[src/rtl/i2u8rq_pkg.sv]
`timescale 1ns / 1ps
// ============================================================================
// i2u8rq_pkg
// Shared types and constants of the int32 to uint8 requantizer.
// ============================================================================
package i2u8rq_pkg;

    localparam int ACC_W    = 32;
    localparam int SCALE_W  = 30;
    localparam int MANT_W   = 23;
    localparam int EXP_W    = 7;
    localparam int MULT_W   = MANT_W + 1;
    localparam int PROD_W   = ACC_W + MULT_W;
    localparam int SHIFT_W  = 5;
    localparam int ROUND_W  = ACC_W + 1;
    localparam int OUT_W    = 8;
    localparam int CFG_IDX_W = 2;

    localparam logic [EXP_W-1:0] EXP_NO_SHIFT = 7'd126;
    localparam logic [EXP_W-1:0] EXP_MIN_SHIFT = 7'd95;

    localparam logic [SCALE_W-1:0] SCALE_RESET = 30'h3F00_0000;
    localparam logic [OUT_W-1:0]   OUT_MAX     = 8'd255;

    typedef enum logic [CFG_IDX_W-1:0] {
        CFG_SCALE_BITS  = 2'd0,
        CFG_ZERO_OFFSET = 2'd1,
        CFG_CLAMP_LOW   = 2'd2,
        CFG_CLAMP_HIGH  = 2'd3
    } t_cfg_idx;

    typedef enum logic [1:0] {
        SHIFT_PASS,
        SHIFT_ROUND,
        SHIFT_ZERO
    } t_shift_mode;

    typedef struct packed {
        logic [OUT_W-1:0] zero_offset;
        logic [OUT_W-1:0] clamp_low;
        logic [OUT_W-1:0] clamp_high;
    } t_clamp_cfg;

endpackage

[src/rtl/i2u8rq_clamp.sv]
`timescale 1ns / 1ps
// ============================================================================
// i2u8rq_clamp
// Adds the zero point to the rounded value, limits it to the output range and then to the clamp bounds.
// ============================================================================
module i2u8rq_clamp (
    input  logic signed [i2u8rq_pkg::ROUND_W-1:0] i_value,
    input  i2u8rq_pkg::t_clamp_cfg                i_cfg,
    output logic        [i2u8rq_pkg::OUT_W-1:0]   o_value
);

    logic signed [i2u8rq_pkg::ROUND_W:0] sum;
    logic        [i2u8rq_pkg::OUT_W-1:0] sat;
    logic        [i2u8rq_pkg::OUT_W-1:0] upper;

    always_comb begin
        sum = {i_value[i2u8rq_pkg::ROUND_W-1], i_value}
            + $signed({{(i2u8rq_pkg::ROUND_W + 1 - i2u8rq_pkg::OUT_W){1'b0}},
                       i_cfg.zero_offset});
        if (sum < 0) begin
            sat = '0;
        end else if (sum > $signed({{(i2u8rq_pkg::ROUND_W + 1 - i2u8rq_pkg::OUT_W){1'b0}},
                                    i2u8rq_pkg::OUT_MAX})) begin
            sat = i2u8rq_pkg::OUT_MAX;
        end else begin
            sat = sum[i2u8rq_pkg::OUT_W-1:0];
        end
        upper   = (sat > i_cfg.clamp_high) ? i_cfg.clamp_high : sat;
        o_value = (upper < i_cfg.clamp_low) ? i_cfg.clamp_low : upper;
    end

endmodule

[src/rtl/int32_to_uint8_requantizer.sv]
`timescale 1ns / 1ps
// ============================================================================
// int32_to_uint8_requantizer
// Scales signed 32-bit accumulators to clamped unsigned 8-bit values.
// ============================================================================
// The input channel (i_valid, o_ready) takes one word per cycle while o_ready
// is high: a signed accumulator and its last flag. The output channel (o_valid,
// i_ready) gives the requantized byte with the flag copied through, in input order.
// The configuration channel (i_cfg_valid, o_cfg_ready) writes the scale bit
// pattern, zero point and clamp bounds; it is always ready. The user must write
// it only while no word is in flight; the block itself does not enforce this.
// From acceptance to o_valid a word passes an input register, a 32 x 24 bit
// multiply stage, a rounding shift stage and the zero point and clamp stage
// feeding the output register. Throughput is one word per cycle unless stalled.
// Each stage holds its word when the stage after it is full and not moving,
// so a stalled receiver backs the pipeline up one stage at a time and no
// word is lost or repeated.
// Reset empties the pipeline and loads a scale of 0.5, zero point 0 and
// clamp bounds 0 and 255.
// ============================================================================
module int32_to_uint8_requantizer (
    input  logic                                   i_clk,
    input  logic                                   i_rst_n,
    input  logic                                   i_valid,
    output logic                                   o_ready,
    input  logic [i2u8rq_pkg::ACC_W-1:0]           i_accum,
    input  logic                                   i_last_in,
    output logic                                   o_valid,
    input  logic                                   i_ready,
    output logic [i2u8rq_pkg::OUT_W-1:0]           o_quantized,
    output logic                                   o_last_out,
    input  logic                                   i_cfg_valid,
    output logic                                   o_cfg_ready,
    input  logic [i2u8rq_pkg::CFG_IDX_W-1:0]       i_cfg_index,
    input  logic [i2u8rq_pkg::SCALE_W-1:0]         i_cfg_data
);

    logic [i2u8rq_pkg::SCALE_W-1:0] r_scale;
    i2u8rq_pkg::t_clamp_cfg         r_clamp;

    logic                                  r_v1, r_v2, r_v3, r_v4;
    logic                                  r_l1, r_l2, r_l3, r_l4;
    logic signed [i2u8rq_pkg::ACC_W-1:0]   r_acc;
    logic signed [i2u8rq_pkg::PROD_W-1:0]  r_prod;
    logic signed [i2u8rq_pkg::ROUND_W-1:0] r_round;
    logic        [i2u8rq_pkg::OUT_W-1:0]   r_quant;

    logic                                  adv1, adv2, adv3, adv4;
    logic        [i2u8rq_pkg::EXP_W-1:0]   exponent;
    logic signed [i2u8rq_pkg::MULT_W:0]    mult;
    logic signed [i2u8rq_pkg::PROD_W:0]    product;
    i2u8rq_pkg::t_shift_mode               shift_mode;
    logic        [i2u8rq_pkg::SHIFT_W-1:0] shift;
    logic signed [i2u8rq_pkg::ROUND_W-1:0] q_ext;
    logic signed [i2u8rq_pkg::ROUND_W-1:0] half;
    logic signed [i2u8rq_pkg::ROUND_W-1:0] n_round;
    logic        [i2u8rq_pkg::OUT_W-1:0]   n_quant;

    assign o_cfg_ready = 1'b1;

    assign adv4    = !r_v4 || i_ready;
    assign adv3    = !r_v3 || adv4;
    assign adv2    = !r_v2 || adv3;
    assign adv1    = !r_v1 || adv2;
    assign o_ready = adv1;

    assign exponent = r_scale[i2u8rq_pkg::SCALE_W-1:i2u8rq_pkg::MANT_W];
    assign mult     = $signed({2'b01, r_scale[i2u8rq_pkg::MANT_W-1:0]});
    assign product  = r_acc * mult;

    always_comb begin
        shift = i2u8rq_pkg::SHIFT_W'(i2u8rq_pkg::EXP_NO_SHIFT - exponent);
        if (exponent >= i2u8rq_pkg::EXP_NO_SHIFT) begin
            shift_mode = i2u8rq_pkg::SHIFT_PASS;
        end else if (exponent < i2u8rq_pkg::EXP_MIN_SHIFT) begin
            shift_mode = i2u8rq_pkg::SHIFT_ZERO;
        end else begin
            shift_mode = i2u8rq_pkg::SHIFT_ROUND;
        end
        q_ext = {r_prod[i2u8rq_pkg::PROD_W-1],
                 r_prod[i2u8rq_pkg::PROD_W-1:i2u8rq_pkg::MULT_W]};
        half  = $signed(i2u8rq_pkg::ROUND_W'(1) << (shift - 1'b1));
        case (shift_mode)
            i2u8rq_pkg::SHIFT_PASS:  n_round = q_ext;
            i2u8rq_pkg::SHIFT_ROUND: n_round = (q_ext + half) >>> shift;
            i2u8rq_pkg::SHIFT_ZERO:  n_round = '0;
            default:                 n_round = '0;
        endcase
    end

    i2u8rq_clamp u_clamp (
        .i_value (r_round),
        .i_cfg   (r_clamp),
        .o_value (n_quant)
    );

    always_ff @(posedge i_clk) begin
        if (!i_rst_n) begin
            r_scale            <= i2u8rq_pkg::SCALE_RESET;
            r_clamp.zero_offset <= '0;
            r_clamp.clamp_low  <= '0;
            r_clamp.clamp_high <= i2u8rq_pkg::OUT_MAX;
        end else if (i_cfg_valid) begin
            case (i2u8rq_pkg::t_cfg_idx'(i_cfg_index))
                i2u8rq_pkg::CFG_SCALE_BITS:  r_scale <= i_cfg_data;
                i2u8rq_pkg::CFG_ZERO_OFFSET:
                    r_clamp.zero_offset <= i_cfg_data[i2u8rq_pkg::OUT_W-1:0];
                i2u8rq_pkg::CFG_CLAMP_LOW:
                    r_clamp.clamp_low <= i_cfg_data[i2u8rq_pkg::OUT_W-1:0];
                i2u8rq_pkg::CFG_CLAMP_HIGH:
                    r_clamp.clamp_high <= i_cfg_data[i2u8rq_pkg::OUT_W-1:0];
                default: ;
            endcase
        end
    end

    always_ff @(posedge i_clk) begin
        if (!i_rst_n) begin
            r_v1 <= 1'b0;
            r_v2 <= 1'b0;
            r_v3 <= 1'b0;
            r_v4 <= 1'b0;
        end else begin
            if (adv1) r_v1 <= i_valid;
            if (adv2) r_v2 <= r_v1;
            if (adv3) r_v3 <= r_v2;
            if (adv4) r_v4 <= r_v3;
        end
    end

    always_ff @(posedge i_clk) begin
        if (adv1) begin
            r_acc <= $signed(i_accum);
            r_l1  <= i_last_in;
        end
        if (adv2) begin
            r_prod <= product[i2u8rq_pkg::PROD_W-1:0];
            r_l2   <= r_l1;
        end
        if (adv3) begin
            r_round <= n_round;
            r_l3    <= r_l2;
        end
        if (adv4) begin
            r_quant <= n_quant;
            r_l4    <= r_l3;
        end
    end

    assign o_valid     = r_v4;
    assign o_quantized = r_quant;
    assign o_last_out  = r_l4;

endmodule

[config.mk]
export PLATFORM = sky130hd
export DESIGN_NAME = int32_to_uint8_requantizer
export DESIGN_NICKNAME = d
export VERILOG_FILES = /design/src/rtl/i2u8rq_pkg.sv /design/src/rtl/i2u8rq_clamp.sv /design/src/rtl/int32_to_uint8_requantizer.sv
export SDC_FILE = /design/constraint.sdc
export NUM_CORES = 2
export LEC_CHECK = 0
export ABC_AREA = 1
export ABC_CLOCK_PERIOD_IN_PS = 8320
export CELL_PAD_IN_SITES_DETAIL_PLACEMENT = 0
export CELL_PAD_IN_SITES_GLOBAL_PLACEMENT = 1
export CORE_MARGIN = 8
export CORE_UTILIZATION = 51
export CTS_CLUSTER_SIZE = 24
export DETAILED_ROUTE_END_ITERATION = 8
export DONT_BUFFER_PORTS = 1
export PLACE_DENSITY_LB_ADDON = 0.1
export SKIP_LAST_GASP = 1
export SLEW_MARGIN = 20
export SYNTH_ARGS = -nofsm -noshare
export SYNTH_HDL_FRONTEND = slang
export SYNTH_SLANG_ARGS = --single-unit
[constraint.sdc]
create_clock -name i_clk -period 8.32 [get_ports i_clk]
set_input_delay 0.416 -clock i_clk [delete_from_list [all_inputs] [get_ports i_clk]]
set_output_delay 0.416 -clock i_clk [all_outputs]
set_load 0.02 [all_outputs]
==> flow_metrics.tcl <==
set metrics [dict create \
    port-buffer-count 0 \
    drtPass1Iterations 5 \
    die_h_um 291 \
    worst_path_largest_cell_delay_ps 720 \
    fillerInstances 7294 \
    rows 100 \
    reg2reg_depth 25 \
    grt_max_degree 46 \
    crit_path_frequent_cell "fa_1" \
    viasPerCell 5.23 \
    rrSetupSlack_ps 590 \
    initial_utilization_pct 51.6 \
    avgSynthCellArea_um2 7.85 \
    synth_top_area_cell "fa_1" \
    syn2layout_area_growth_pct 5.49 \
    syn-cell-area_mm2 0.0385 \
    core_area_mm2 0.0746 \
    fin_setup_tns_ps 0 \
    critPathKind "reg -> reg" \
    grt_pass1_vias 31012 \
    synth_top_flop_cell "edfxtp_1" \
    synth_top_area_share_pct 40.7 \
    placed_area_mm2 0.0395 \
    synth_seq_cells 167 \
    overflow 0 \
    root_buffer "clkbuf_16" \
    die_x_um 291 \
    critical-path-slowest-cell "dfxtp_1" \
    rsz0062_at_grt "false" \
    tritoncts "yes" \
    critPathCapture "r_prod[45]" \
    cts_resized 0 \
    die_area_mm2 0.0845 \
    grt_pass1_wl_um 179000 \
    yosys_warnings 0 \
    numCtsBuffers 17 \
    maxCapViolCount 0 \
    postSynthNetCount 5963 \
    multi_input_area_mm2 0.0287 \
    ir_drop_mv 0.268 \
    yosysUniqueCellTypes 54 \
    synthArstFlopShare_pct 0 \
    cp.required_ps 8600 \
    cp.arrival_ps 8020 \
    place_congestion 0.932 \
    cts.path.max_buffers 2 \
    r2r-end "r_prod[45]" \
    routed_wl_um 113000 \
    globalRouteTotalUtil_pct 27.1 \
    dp_slack_ps 730 \
    slew_headroom_pct 28.8 \
    h-tree-depth 4 \
    synth_top_cells_by_area "fa_1 41%, nand2_1 13%, inv_1 12%, edfxtp_1 8.5%, ha_1 6.9%" \
    cts.reportedPaths.clkPinSlew_ps 90 \
    place_hpwl_um 96900 \
    hold_viol_final 0 \
    wl_per_cell_um 19.4 \
    ys_seq_area_share_pct 11.5 \
    synth_edf_count 109 \
    status "completed" \
    crit_start "r_scale[10]" \
    fin_ws_ps 585 \
    route.detailed.drc 0 \
    final_max_slew_viol_count 0 \
    ys_top_cells_by_count "1283 x nand2_1, 1215 x inv_1, 781 x fa_1" \
    ios 82 \
    start_kind "register" \
    antenna_found_initial 9 \
    skew_ps 24.3 \
    synthMostInstantiatedCell "nand2_1" \
    max_freq_mhz 129 \
    syn_inst 4901 \
    worstHoldPathCells 2 \
    final_layout_size_suffix_gt1_share_pct 3.26 \
    fin_crit_sh_pct 93.0 \
    clock_latency_ps 500 \
    p_per_area_mw_per_mm2 275 \
    end_kind "register" \
    cts_sinks 167 \
    finalInstanceArea_mm2 0.0406 \
    worstMarginPinSlew_ps 1070 \
    hold_class "in -> reg" \
    detail_route.iter0.violations 2127 \
    reg2reg_from "r_scale[10]" \
    final_net_count 5898 \
    crit_fanout 19 \
    via_count 30476 \
    p_leak_uw 0.0216 \
    setup_viol 0 \
    ff_latch_area_mm2 0.00443 \
    ant_nets 0 \
    min_period_ps 7730 \
]
-- what timing repair did --
item,CTS,global route
endpoints found under the hold margin,39,0
hold buffers,37,0
setup buffers,0,0
-- critical path, delay by kind of cell, from the launching register on --
| kind | cells | cell delay [ps] |
|---|---|---|
| adders and majority gates | 8 | 4000 |
| AOI/OAI and AO/OA | 4 | 940 |
| buffers and inverters | 7 | 780 |
| and+or+nand+nor | 5 | 760 |
| DFF | 1 | 720 |
| xor gates and xnor gates | 1 | 300 |
-- through the flow --
stage               std cells  util [%]  hold slack (ps)  power (uW)
floorplan                4901         -              400        7630
global placement         5749      53.0              404       10200
detailed placement       5749      53.0              406       10200
CTS                      5818      54.4            0.322       11200
global route             5819      54.4             29.1       12300
finish                   5822      54.4             42.9       11200
-- how the worst min path moves through the flow --
stage                   from          to  slack, ps
2_1_floorplan           r_l3  o_last_out        400
3_3_place_gp            r_l3  o_last_out        400
3_5_place_dp            r_l3  o_last_out        410
4_1_cts        i_cfg_data[3]  r_clamp[3]        0.3
5_1_grt              i_rst_n        r_v2         30
6_report       i_cfg_data[3]  r_clamp[3]         40
-- placed cells by master, fill, tap and decap left out, types with 4 or more instances in the layout --
master and instances:
mux2i_1 5, o31ai_1 6, buf_4 85, o21ai_0 141
edfxtp_1 109, o221ai_1 8, dlygate4sd3_1 37, fa_1 781
clkinv_1 5, clkbuf_16 17, o211ai_1 8, clkinv_8 4
o21a_1 9, o21bai_1 5, nor2_1 247, a21boi_0 5
nor3_1 15, nor4_1 5, nand2_2 13, a31oi_1 18
a21oi_1 138, inv_8 6, a21o_1 15, nor2_2 9
diode_2 4, dfxtp_1 58, o21ai_1 7, xnor2_1 29
xor2_1 44, nand4_1 23, ha_1 211, nand3_1 230
a22o_1 8, inv_1 1215, nand2_1 1282, nand3b_1 11
-- flip-flops by register name (all words and copies together), names as in the netlist --
register     cells
r_clamp         24
r_v2             1
r_round         33
r_acc           32
r_l2             1
r_v3             1
o_last_out       1
o_valid          1
r_l1             1
r_scale         30
r_l3             1
r_prod          32
o_quantized      8
r_v1             1
-- area by class of cell --
| cell class | count | area share [%] |
|---|---|---|
| clock inverters | 15 | 0.524 |
| well taps | 969 | 2.99 |
| inverters | 1223 | 11.3 |
| multi-input cells | 3305 | 70.7 |
| flip-flops and latches | 167 | 10.9 |
| diodes | 4 | 0.0247 |
| clock buffers | 17 | 1.05 |
| repair buffers | 122 | 2.49 |
-- routing by layer --
layer	up-vias	global-route usage, %	wire, um
met5	-	0	56
met4	8	6.88	2810
met3	130	5.67	8820
met2	955	42.7	51600
met1	15044	38.0	49500
li1	14339	-	-
-- report_power, final --
part	switching (uW)	total [uW]	internal, uW
registers	367	1760	1400
logic	5460	8500	3050
clock network	446	888	442
total	6270	11200	4890
-- kinds of logic (layout without fill, tap and decap cells) --
group                      count (synthesis)  count (layout)  share of synthesized area [%]
DFF                                      167             167                           11.5
adders and majority gates                992             992                           47.5
xor gates and xnor gates                  75              75                           1.71
AOI/OAI and AO/OA                        380             380                           5.59
other                                      1               5                        0.00975
and+or+nand+nor                         1852            1852                           19.6
muxes                                      5               5                          0.130
buffers and inverters                   1429            1377                           14.0
Power figures use the tool's default switching activity.
